[src/rtl/uia_pkg.sv]
// ----------------------------------------------------------------------------
// Unsigned integer arithmetic unit package
// Shared types and constants for the controller and the datapath.
// ----------------------------------------------------------------------------
package uia_pkg;

   localparam int unsigned WIDTH = 32;
   localparam int unsigned CW = $clog2(WIDTH + 1);

   typedef enum logic [3:0] {
      OP_ADD   = 4'd0,
      OP_INC   = 4'd1,
      OP_SUB   = 4'd2,
      OP_DEC   = 4'd3,
      OP_MUL   = 4'd4,
      OP_DIV   = 4'd5,
      OP_MOD   = 4'd6,
      OP_POW   = 4'd7,
      OP_SQRT  = 4'd8,
      OP_LOG2  = 4'd9,
      OP_LOG10 = 4'd10,
      OP_LN    = 4'd11
   } opcode_type;

   typedef struct packed {
      logic [3:0]  kind;
      logic [31:0] operand_a;
      logic [31:0] operand_b;
   } req_type;

   typedef struct packed {
      logic [31:0] value;
      logic        error;
   } rsp_type;

   typedef enum logic [2:0] {
      CMD_NONE  = 3'd0,
      CMD_LOAD  = 3'd1,
      CMD_STEP  = 3'd2,
      CMD_MSTRT = 3'd3,
      CMD_SSTRT = 3'd4,
      CMD_NEXTE = 3'd5
   } cmd_type;

   typedef struct packed {
      cmd_type cmd;
   } ctl_type;

   typedef struct packed {
      logic    iter_done;
      logic    need_iter;
      logic    is_pow;
      logic    exp_zero;
   } sts_type;

endpackage

[src/rtl/unsigned_integer_arith_unit.sv]
// ----------------------------------------------------------------------------
// Unsigned integer arithmetic unit
// Add, subtract, multiply, divide, power, square root and logarithms.
// ----------------------------------------------------------------------------
// A request carries an opcode and two unsigned operands and yields exactly
// one response with a value and an error flag. Both channels use valid and
// stall; a transfer happens when valid is high and stall is low.
// The unit works on one request at a time. Add, increment, subtract and
// decrement need no iteration. Multiply, divide, modulus, log2 and ln run
// the shift-add, restoring divider or leading-one loop (divide and modulus
// by zero skip it), square root the bit-pair loop and log10 up to nine
// decade steps. Power runs one multiply and one squaring per exponent bit
// on the shared shift-add unit. The response sits in an output register;
// the next request is accepted on the edge after the result has been moved
// there. A stalled response holds until taken, and a finished result waits
// for it. Synchronous reset clears the response valid flag and returns the
// controller to idle.
// ----------------------------------------------------------------------------
module unsigned_integer_arith_unit
   import uia_pkg::*;
(
   input  logic    clock,
   input  logic    reset,
   input  logic    req_valid,
   output logic    req_stall,
   input  req_type req_data,
   output logic    rsp_valid,
   input  logic    rsp_stall,
   output rsp_type rsp_data
);

   ctl_type ctl;
   sts_type sts;
   rsp_type result;
   rsp_type out_ff, out_in;
   logic    capture;

   uia_control u_control (
      .clock     (clock),
      .reset     (reset),
      .req_valid (req_valid),
      .req_stall (req_stall),
      .rsp_valid (rsp_valid),
      .rsp_stall (rsp_stall),
      .sts       (sts),
      .ctl       (ctl),
      .capture   (capture)
   );

   uia_datapath u_datapath (
      .clock  (clock),
      .req    (req_data),
      .ctl    (ctl),
      .sts    (sts),
      .result (result)
   );

   assign out_in = capture ? result : out_ff;

   always_ff @(posedge clock) begin
      out_ff <= out_in;
   end

   assign rsp_data = out_ff;

endmodule

[src/rtl/uia_datapath.sv]
// ----------------------------------------------------------------------------
// Unsigned integer arithmetic unit datapath
// Operand registers, shift-add multiplier, restoring divider, bit-pair
// square root, bit-serial leading-one search and decade search.
// ----------------------------------------------------------------------------
module uia_datapath
   import uia_pkg::*;
(
   input  logic    clock,
   input  req_type req,
   input  ctl_type ctl,
   output sts_type sts,
   output rsp_type result
);

   localparam logic [WIDTH-1:0] ONES = '1;
   localparam logic [WIDTH-1:0] ONE = WIDTH'(1);
   localparam logic [WIDTH-1:0] TEN = WIDTH'(10);

   logic [3:0]       kind_ff, kind_in;
   logic [WIDTH-1:0] a_ff, a_in, b_ff, b_in;
   logic [WIDTH-1:0] acc_ff, acc_in;
   logic [WIDTH-1:0] q_ff, q_in;
   logic [WIDTH:0]   rem_ff, rem_in;
   logic [WIDTH-1:0] base_ff, base_in, mul_x_ff, mul_x_in, mul_y_ff, mul_y_in;
   logic [WIDTH-1:0] r_ff, r_in;
   logic             msq_ff, msq_in;
   logic [CW-1:0]    cnt_ff, cnt_in;
   logic [WIDTH-1:0] cnt_ext;
   logic [CW-2:0]    lead_idx;
   logic [WIDTH+1:0] trial;
   logic [WIDTH-1:0] ln_calc;
   logic [WIDTH-1:0] a_w, b_w;

   assign a_w = WIDTH'(req.operand_a);
   assign b_w = WIDTH'(req.operand_b);
   assign cnt_ext = WIDTH'(cnt_ff);
   assign lead_idx = (CW-1)'(WIDTH - 1) - cnt_ff[CW-2:0];
   assign trial = {rem_ff, q_ff[WIDTH-1]} - {2'b00, b_ff};

   always_comb begin
      kind_in  = kind_ff;
      a_in     = a_ff;
      b_in     = b_ff;
      acc_in   = acc_ff;
      q_in     = q_ff;
      rem_in   = rem_ff;
      base_in  = base_ff;
      mul_x_in = mul_x_ff;
      mul_y_in = mul_y_ff;
      r_in     = r_ff;
      msq_in   = msq_ff;
      cnt_in   = cnt_ff;
      unique case (ctl.cmd)
         CMD_LOAD: begin
            kind_in = req.kind;
            a_in    = a_w;
            b_in    = b_w;
            acc_in  = '0;
            q_in    = a_w;
            rem_in  = '0;
            cnt_in  = '0;
            base_in = a_w;
            r_in    = ONE;
            msq_in  = 1'b0;
            if (req.kind == OP_SQRT) begin
               q_in = '0;
               rem_in = '0;
               acc_in = a_w;
            end
            if (req.kind == OP_LOG10) begin
               q_in = a_w;
            end
            if (req.kind == OP_MUL) begin
               mul_x_in = a_w;
               mul_y_in = b_w;
            end
         end
         CMD_MSTRT: begin
            mul_x_in = r_ff;
            mul_y_in = base_ff;
            acc_in   = '0;
            msq_in   = 1'b0;
            cnt_in   = '0;
         end
         CMD_SSTRT: begin
            if (b_ff[0]) r_in = acc_ff;
            mul_x_in = base_ff;
            mul_y_in = base_ff;
            acc_in   = '0;
            msq_in   = 1'b1;
            cnt_in   = '0;
         end
         CMD_NEXTE: begin
            base_in = acc_ff;
            b_in    = b_ff >> 1;
         end
         CMD_STEP: begin
            cnt_in = cnt_ff + CW'(1);
            priority case (kind_ff)
               OP_MUL, OP_POW: begin
                  if (mul_y_ff[0]) acc_in = acc_ff + mul_x_ff;
                  mul_x_in = mul_x_ff << 1;
                  mul_y_in = mul_y_ff >> 1;
               end
               OP_DIV, OP_MOD: begin
                  if (!trial[WIDTH+1]) begin
                     rem_in = trial[WIDTH:0];
                     q_in = {q_ff[WIDTH-2:0], 1'b1};
                  end else begin
                     rem_in = {rem_ff[WIDTH-1:0], q_ff[WIDTH-1]};
                     q_in = {q_ff[WIDTH-2:0], 1'b0};
                  end
               end
               OP_SQRT: begin
                  // Two radicand bits enter the remainder each step.
                  if ({rem_ff[WIDTH-2:0], acc_ff[WIDTH-1:WIDTH-2]} >=
                      {q_ff[WIDTH-2:0], 2'b01}) begin
                     rem_in = {rem_ff[WIDTH-2:0], acc_ff[WIDTH-1:WIDTH-2]}
                              - {q_ff[WIDTH-2:0], 2'b01};
                     q_in = {q_ff[WIDTH-2:0], 1'b1};
                  end else begin
                     rem_in = {rem_ff[WIDTH-2:0], acc_ff[WIDTH-1:WIDTH-2]};
                     q_in = {q_ff[WIDTH-2:0], 1'b0};
                  end
                  acc_in = acc_ff << 2;
               end
               OP_LOG10: begin
                  if (q_ff >= TEN) begin
                     q_in = WIDTH'((q_ff * 64'd3435973837) >> 35);
                     acc_in = acc_ff + ONE;
                  end
               end
               default: begin
                  if (a_ff[lead_idx] && acc_ff == '0 && !msq_ff)
                  begin
                     acc_in = WIDTH'(WIDTH - 1) - cnt_ext;
                     msq_in = 1'b1;
                  end
               end
            endcase
         end
         default: ;
      endcase
   end

   always_ff @(posedge clock) begin
      kind_ff  <= kind_in;
      a_ff     <= a_in;
      b_ff     <= b_in;
      acc_ff   <= acc_in;
      q_ff     <= q_in;
      rem_ff   <= rem_in;
      base_ff  <= base_in;
      mul_x_ff <= mul_x_in;
      mul_y_ff <= mul_y_in;
      r_ff     <= r_in;
      msq_ff   <= msq_in;
      cnt_ff   <= cnt_in;
   end

   always_comb begin
      sts.is_pow    = (kind_ff == OP_POW);
      sts.exp_zero  = (b_ff == '0);
      sts.need_iter = 1'b1;
      priority case (kind_ff)
         OP_ADD, OP_INC, OP_SUB, OP_DEC: sts.need_iter = 1'b0;
         OP_DIV, OP_MOD: sts.need_iter = (b_ff != '0);
         OP_POW: sts.need_iter = 1'b0;
         default: sts.need_iter = (kind_ff <= OP_LN);
      endcase
      priority case (kind_ff)
         OP_SQRT:  sts.iter_done = (cnt_ff == CW'(WIDTH / 2));
         OP_LOG10: sts.iter_done = (q_ff < TEN);
         default:  sts.iter_done = (cnt_ff == CW'(WIDTH));
      endcase
   end

   always_comb begin
      logic [WIDTH-1:0] v;
      logic             e;
      v = '0;
      e = 1'b0;
      ln_calc = WIDTH'(((acc_ff * 7 + 5) * 64'd3435973837) >> 35);
      unique case (kind_ff)
         OP_ADD: v = a_ff + b_ff;
         OP_INC: if (a_ff == ONES) e = 1'b1; else v = a_ff + ONE;
         OP_SUB: if (a_ff < b_ff) e = 1'b1; else v = a_ff - b_ff;
         OP_DEC: if (a_ff == '0) e = 1'b1; else v = a_ff - ONE;
         OP_MUL: v = acc_ff;
         OP_DIV: if (b_ff == '0) e = 1'b1; else v = q_ff;
         OP_MOD: if (b_ff == '0) e = 1'b1; else v = rem_ff[WIDTH-1:0];
         OP_POW: v = r_ff;
         OP_SQRT: v = q_ff;
         OP_LOG2, OP_LOG10: if (a_ff == '0) e = 1'b1; else v = acc_ff;
         OP_LN: begin
            if (a_ff == '0) e = 1'b1;
            else if (a_ff <= WIDTH'(1)) v = '0;
            else if (a_ff <= WIDTH'(4)) v = WIDTH'(1);
            else if (a_ff <= WIDTH'(12)) v = WIDTH'(2);
            else if (a_ff <= WIDTH'(16)) v = WIDTH'(3);
            else v = ln_calc;
         end
         default: e = 1'b1;
      endcase
      result.value = v[31:0];
      result.error = e;
   end

endmodule

[src/rtl/uia_control.sv]
// ----------------------------------------------------------------------------
// Unsigned integer arithmetic unit controller
// Sequences one request through the datapath and holds the response.
// ----------------------------------------------------------------------------
module uia_control
   import uia_pkg::*;
(
   input  logic    clock,
   input  logic    reset,
   input  logic    req_valid,
   output logic    req_stall,
   output logic    rsp_valid,
   input  logic    rsp_stall,
   input  sts_type sts,
   output ctl_type ctl,
   output logic    capture
);

   typedef enum logic [6:0] {
      ST_IDLE  = 7'b0000001,
      ST_DISP  = 7'b0000010,
      ST_ITER  = 7'b0000100,
      ST_PMUL  = 7'b0001000,
      ST_PSQ   = 7'b0010000,
      ST_PNEXT = 7'b0100000,
      ST_DONE  = 7'b1000000
   } state_type;

   state_type state_ff, state_in;
   logic      rsp_valid_ff, rsp_valid_in;

   assign req_stall = (state_ff != ST_IDLE);
   assign rsp_valid = rsp_valid_ff;

   always_comb begin
      state_in     = state_ff;
      rsp_valid_in = rsp_valid_ff && rsp_stall;
      ctl.cmd      = CMD_NONE;
      capture      = 1'b0;
      unique case (state_ff)
         ST_IDLE: if (req_valid) begin
            ctl.cmd = CMD_LOAD;
            state_in = ST_DISP;
         end
         ST_DISP: begin
            if (sts.is_pow) begin
               if (sts.exp_zero) state_in = ST_DONE;
               else begin
                  ctl.cmd = CMD_MSTRT;
                  state_in = ST_PMUL;
               end
            end else if (sts.need_iter) state_in = ST_ITER;
            else state_in = ST_DONE;
         end
         ST_ITER: begin
            if (sts.iter_done) state_in = ST_DONE;
            else ctl.cmd = CMD_STEP;
         end
         ST_PMUL: begin
            if (sts.iter_done) begin
               ctl.cmd = CMD_SSTRT;
               state_in = ST_PSQ;
            end else ctl.cmd = CMD_STEP;
         end
         ST_PSQ: begin
            if (sts.iter_done) begin
               ctl.cmd = CMD_NEXTE;
               state_in = ST_PNEXT;
            end else ctl.cmd = CMD_STEP;
         end
         ST_PNEXT: begin
            if (sts.exp_zero) state_in = ST_DONE;
            else begin
               ctl.cmd = CMD_MSTRT;
               state_in = ST_PMUL;
            end
         end
         ST_DONE: if (!rsp_valid_ff || !rsp_stall) begin
            capture = 1'b1;
            rsp_valid_in = 1'b1;
            state_in = ST_IDLE;
         end
         default: state_in = ST_IDLE;
      endcase
   end

   always_ff @(posedge clock) begin
      if (reset) begin
         state_ff     <= ST_IDLE;
         rsp_valid_ff <= 1'b0;
      end else begin
         state_ff     <= state_in;
         rsp_valid_ff <= rsp_valid_in;
      end
   end

endmodule
[config.mk]
export PLATFORM = sky130hd
export DESIGN_NAME = unsigned_integer_arith_unit
export DESIGN_NICKNAME = d
export VERILOG_FILES = /design/src/rtl/uia_pkg.sv /design/src/rtl/unsigned_integer_arith_unit.sv /design/src/rtl/uia_datapath.sv /design/src/rtl/uia_control.sv
export SDC_FILE = /design/constraint.sdc
export NUM_CORES = 2
export LEC_CHECK = 0
export BUFFER_PORTS_ARGS = -buffer_cell sky130_fd_sc_hd__buf_2
export CAP_MARGIN = 30
export CORE_MARGIN = 2
export CORE_UTILIZATION = 45
export CTS_CLUSTER_SIZE = 12
export DETAILED_ROUTE_END_ITERATION = 12
export GPL_TIMING_DRIVEN = 0
export MAX_ROUTING_LAYER = met4
export SLEW_MARGIN = 25
export SYNTH_ARGS = -nofsm -noshare
export SYNTH_HDL_FRONTEND = slang
export SYNTH_HIERARCHICAL = 1
export SYNTH_SLANG_ARGS = --single-unit
[constraint.sdc]
create_clock -name clock -period 24.9 [get_ports clock]
set_input_delay 1.245 -clock clock [delete_from_list [all_inputs] [get_ports clock]]
set_output_delay 1.245 -clock clock [all_outputs]
set_load 0.05 [all_outputs]
==> reports/results.ini <==
[clocking]
clk_pin_slew_ps=70
insertion_delay_ps=610
postCtsHoldBufs=0
cts_setup_buffers=0
clockBufferDepth=3
cts_resized=0
cts_tree=built
cts_root_buf=clkbuf_16
cts.sinks=341
h-tree-depth=2
numCtsBuffers=40

[timing]
maxSlewHeadroom_pct=20.8
clock_skew_ps=26.2
finalCritPeriodShare_pct=57.5
tightest_slew_ps=1190
hold_violations=0
drv_slew=0
period_minus_slack_ps=14330
rsz0062_at_grt=false
finalSetupTns_ps=0
setup_violations=0
fmax_ghz=0.0698

[setup_path]
reg2reg_from=u_datapath/acc_ff[0]$_DFFE_PP_
worst_setup_path_start_kind=flip-flop
path_buf_inv=10
cpLargestDelayFamily=adder cells
reg2reg_to=rsp_data[17]$_DFFE_PP_
cp_max_fo=12
r2r_setup_slack_ps=10570
cp_slowest_cell=inv_1
critical_path_class=flip-flop to flip-flop
r2r.worst_path.cells=40
critPathRequiredTime_ps=25210
critical_path.max_stage_delay_ps=870
arrival_ps=14640
crit_top_cell=inv_1
end_kind=flip-flop

[run_status]
status=finished, final reports clean

[global_route]
grt_max_degree=27
gr-total-overflow=0
grt_pass1_wl_um=385000
antenna_found_initial=29
gr-usage-all-layers_pct=37.4
grt_pass1_vias=54700

[detailed_routing]
wirelength_um=271000
drt-initial-drc-count=7902
drt_first_pass_iters=9
routed-via-count=55800
avgRoutedWirePerCell_um=29.6
drc=0
ant_nets=0
via_per_inst=6.09

[hold_path]
min_path_type=flip-flop to flip-flop
min_to=u_datapath/mul_y_ff[16]$_DFFE_PP_
worstHoldStart=u_datapath/mul_y_ff[17]$_DFFE_PP_
hold_depth=2

[yosys]
yosysTopAreaCellShare_pct=28.1
syn_area_sq_um=65500
synth_edf_count=333
synth_common_cells=inv_1, ha_1, fa_1
synth_seq_cells=341
seq_area_frac_synth_pct=15.5
syn_area_per_cell_sq_um=9.35
synth_flop_cell=edfxtp_1
yosys_warnings=6
async_flop_share_pct=0
synthesis.nets=8920
synth.most_common_cell=inv_1
yosys.area.top_type=fa_1
synthTopCellsByArea=fa_1, ha_1, edfxtp_1
syn_inst=6997
ys_types=93

[floorplan]
die-height_um=385
initial_core_util_pct=45.5
die_area_sq_um=149000
rows=139
design.core.area_sq_um=144000
die_width_um=385
ios=107

[final_layout]
nFillCells=13700
drive_above_1_share_pct=4.06
areaGrowthSynthToFinish_pct=7.70
fin_nets=9110

[place]
port_buffers=105
routabilityCongestion=1.08
dpl.hpwl_um=232000

[flow_run]
maxCapViolCount=0

[flip-flops by register name, summed over array words and instances, names as in the netlist, 7 cells and up]
name,flops
rsp_data,33
u_control/state_ff,7
u_datapath/a_ff,32
u_datapath/acc_ff,32
u_datapath/b_ff,32
u_datapath/base_ff,32
u_datapath/mul_x_ff,32
u_datapath/mul_y_ff,32
u_datapath/q_ff,32
u_datapath/r_ff,32
u_datapath/rem_ff,33
[area by class of cell]
| type | instances | area, sq um | share of cell area [%] |
|---|---|---|---|
| antenna | 38 | 95.1 | 0.135 |
| buffer | 218 | 836 | 1.19 |
| clock buffer | 50 | 1060 | 1.50 |
| clock inverter | 22 | 224 | 0.318 |
| inverter | 1510 | 5670 | 8.04 |
| multi-input combinational | 4928 | 48900 | 69.4 |
| sequential | 341 | 10200 | 14.4 |
| tap | 1903 | 2380 | 3.38 |
| timing repair buffer | 148 | 1130 | 1.61 |
[kinds of logic after synthesis]
kind of cell    count (synthesis)  share of synthesized area, %
compound gates               1502                          14.9
simple gates                 1269                          9.34
flops                         341                          15.5
fa+ha+maj                    1852                          45.9
xor+xnor                      243                          3.25
buf+inv                      1728                          9.93
mux                            62                          1.15
[placed cells by master (no fill, tap or decap), types with 39 or more instances in the layout]
cell,n
a211oi_1,98
a21o_1,111
a21oi_1,360
a221oi_1,45
a22oi_1,69
and2_1,54
buf_2,116
clkbuf_1,207
clkbuf_16,41
edfxtp_1,333
fa_1,919
ha_1,932
inv_1,1508
mux2i_1,47
nand2_1,426
nand3_1,89
nand4_1,48
nor2_1,276
nor3_1,83
nor4_1,39
o211ai_1,74
o21ai_0,377
o21bai_1,43
or3_1,51
xnor2_1,156
xor2_1,82
[worst min-delay path, cell delays in order (launching register included)]
cell and delay, ps:
edfxtp_1 320, a22oi_1 70, nand2_1 60
[worst max path at each step]
stage	endpoint	slack [ps]	cells past startpoint	start
2_1_floorplan	rsp_data[24]$_DFFE_PP_	14100	42	u_datapath/acc_ff[9]$_DFFE_PP_
3_3_place_gp	u_datapath/q_ff[29]$_DFFE_PP_	9710	14	u_datapath/kind_ff[3]$_DFFE_PP_
3_5_place_dp	rsp_data[17]$_DFFE_PP_	10930	40	u_datapath/acc_ff[0]$_DFFE_PP_
4_1_cts	rsp_data[17]$_DFFE_PP_	10900	40	u_datapath/acc_ff[0]$_DFFE_PP_
5_1_grt	rsp_data[24]$_DFFE_PP_	10160	41	u_datapath/acc_ff[0]$_DFFE_PP_
6_report	rsp_data[17]$_DFFE_PP_	10570	40	u_datapath/acc_ff[0]$_DFFE_PP_
[through the flow]
step                utilization (%)  hold WS (ps)  instance area [sq um]  cells  worst slack (ps)
detailed placement             47.9           534                  69000   9037             10930
CTS                            48.8           546                  70300   9109             10900
global placement               47.5           506                  68400   9005              9710
floorplan                         -           513                  65500   6997             14100
finish                         49.0           551                  70500   9158             10570
global route                   48.9           570                  70500   9148             10160
[per-layer routing]
layer,global-route usage (%),wire (um)
met5,-,0
met4,15.0,13400
met3,13.1,33000
met2,52.6,114000
met1,48.9,111000
Power is not shown: default switching activity piles up to over one toggle a cycle in this logic, so the estimate is an artifact.
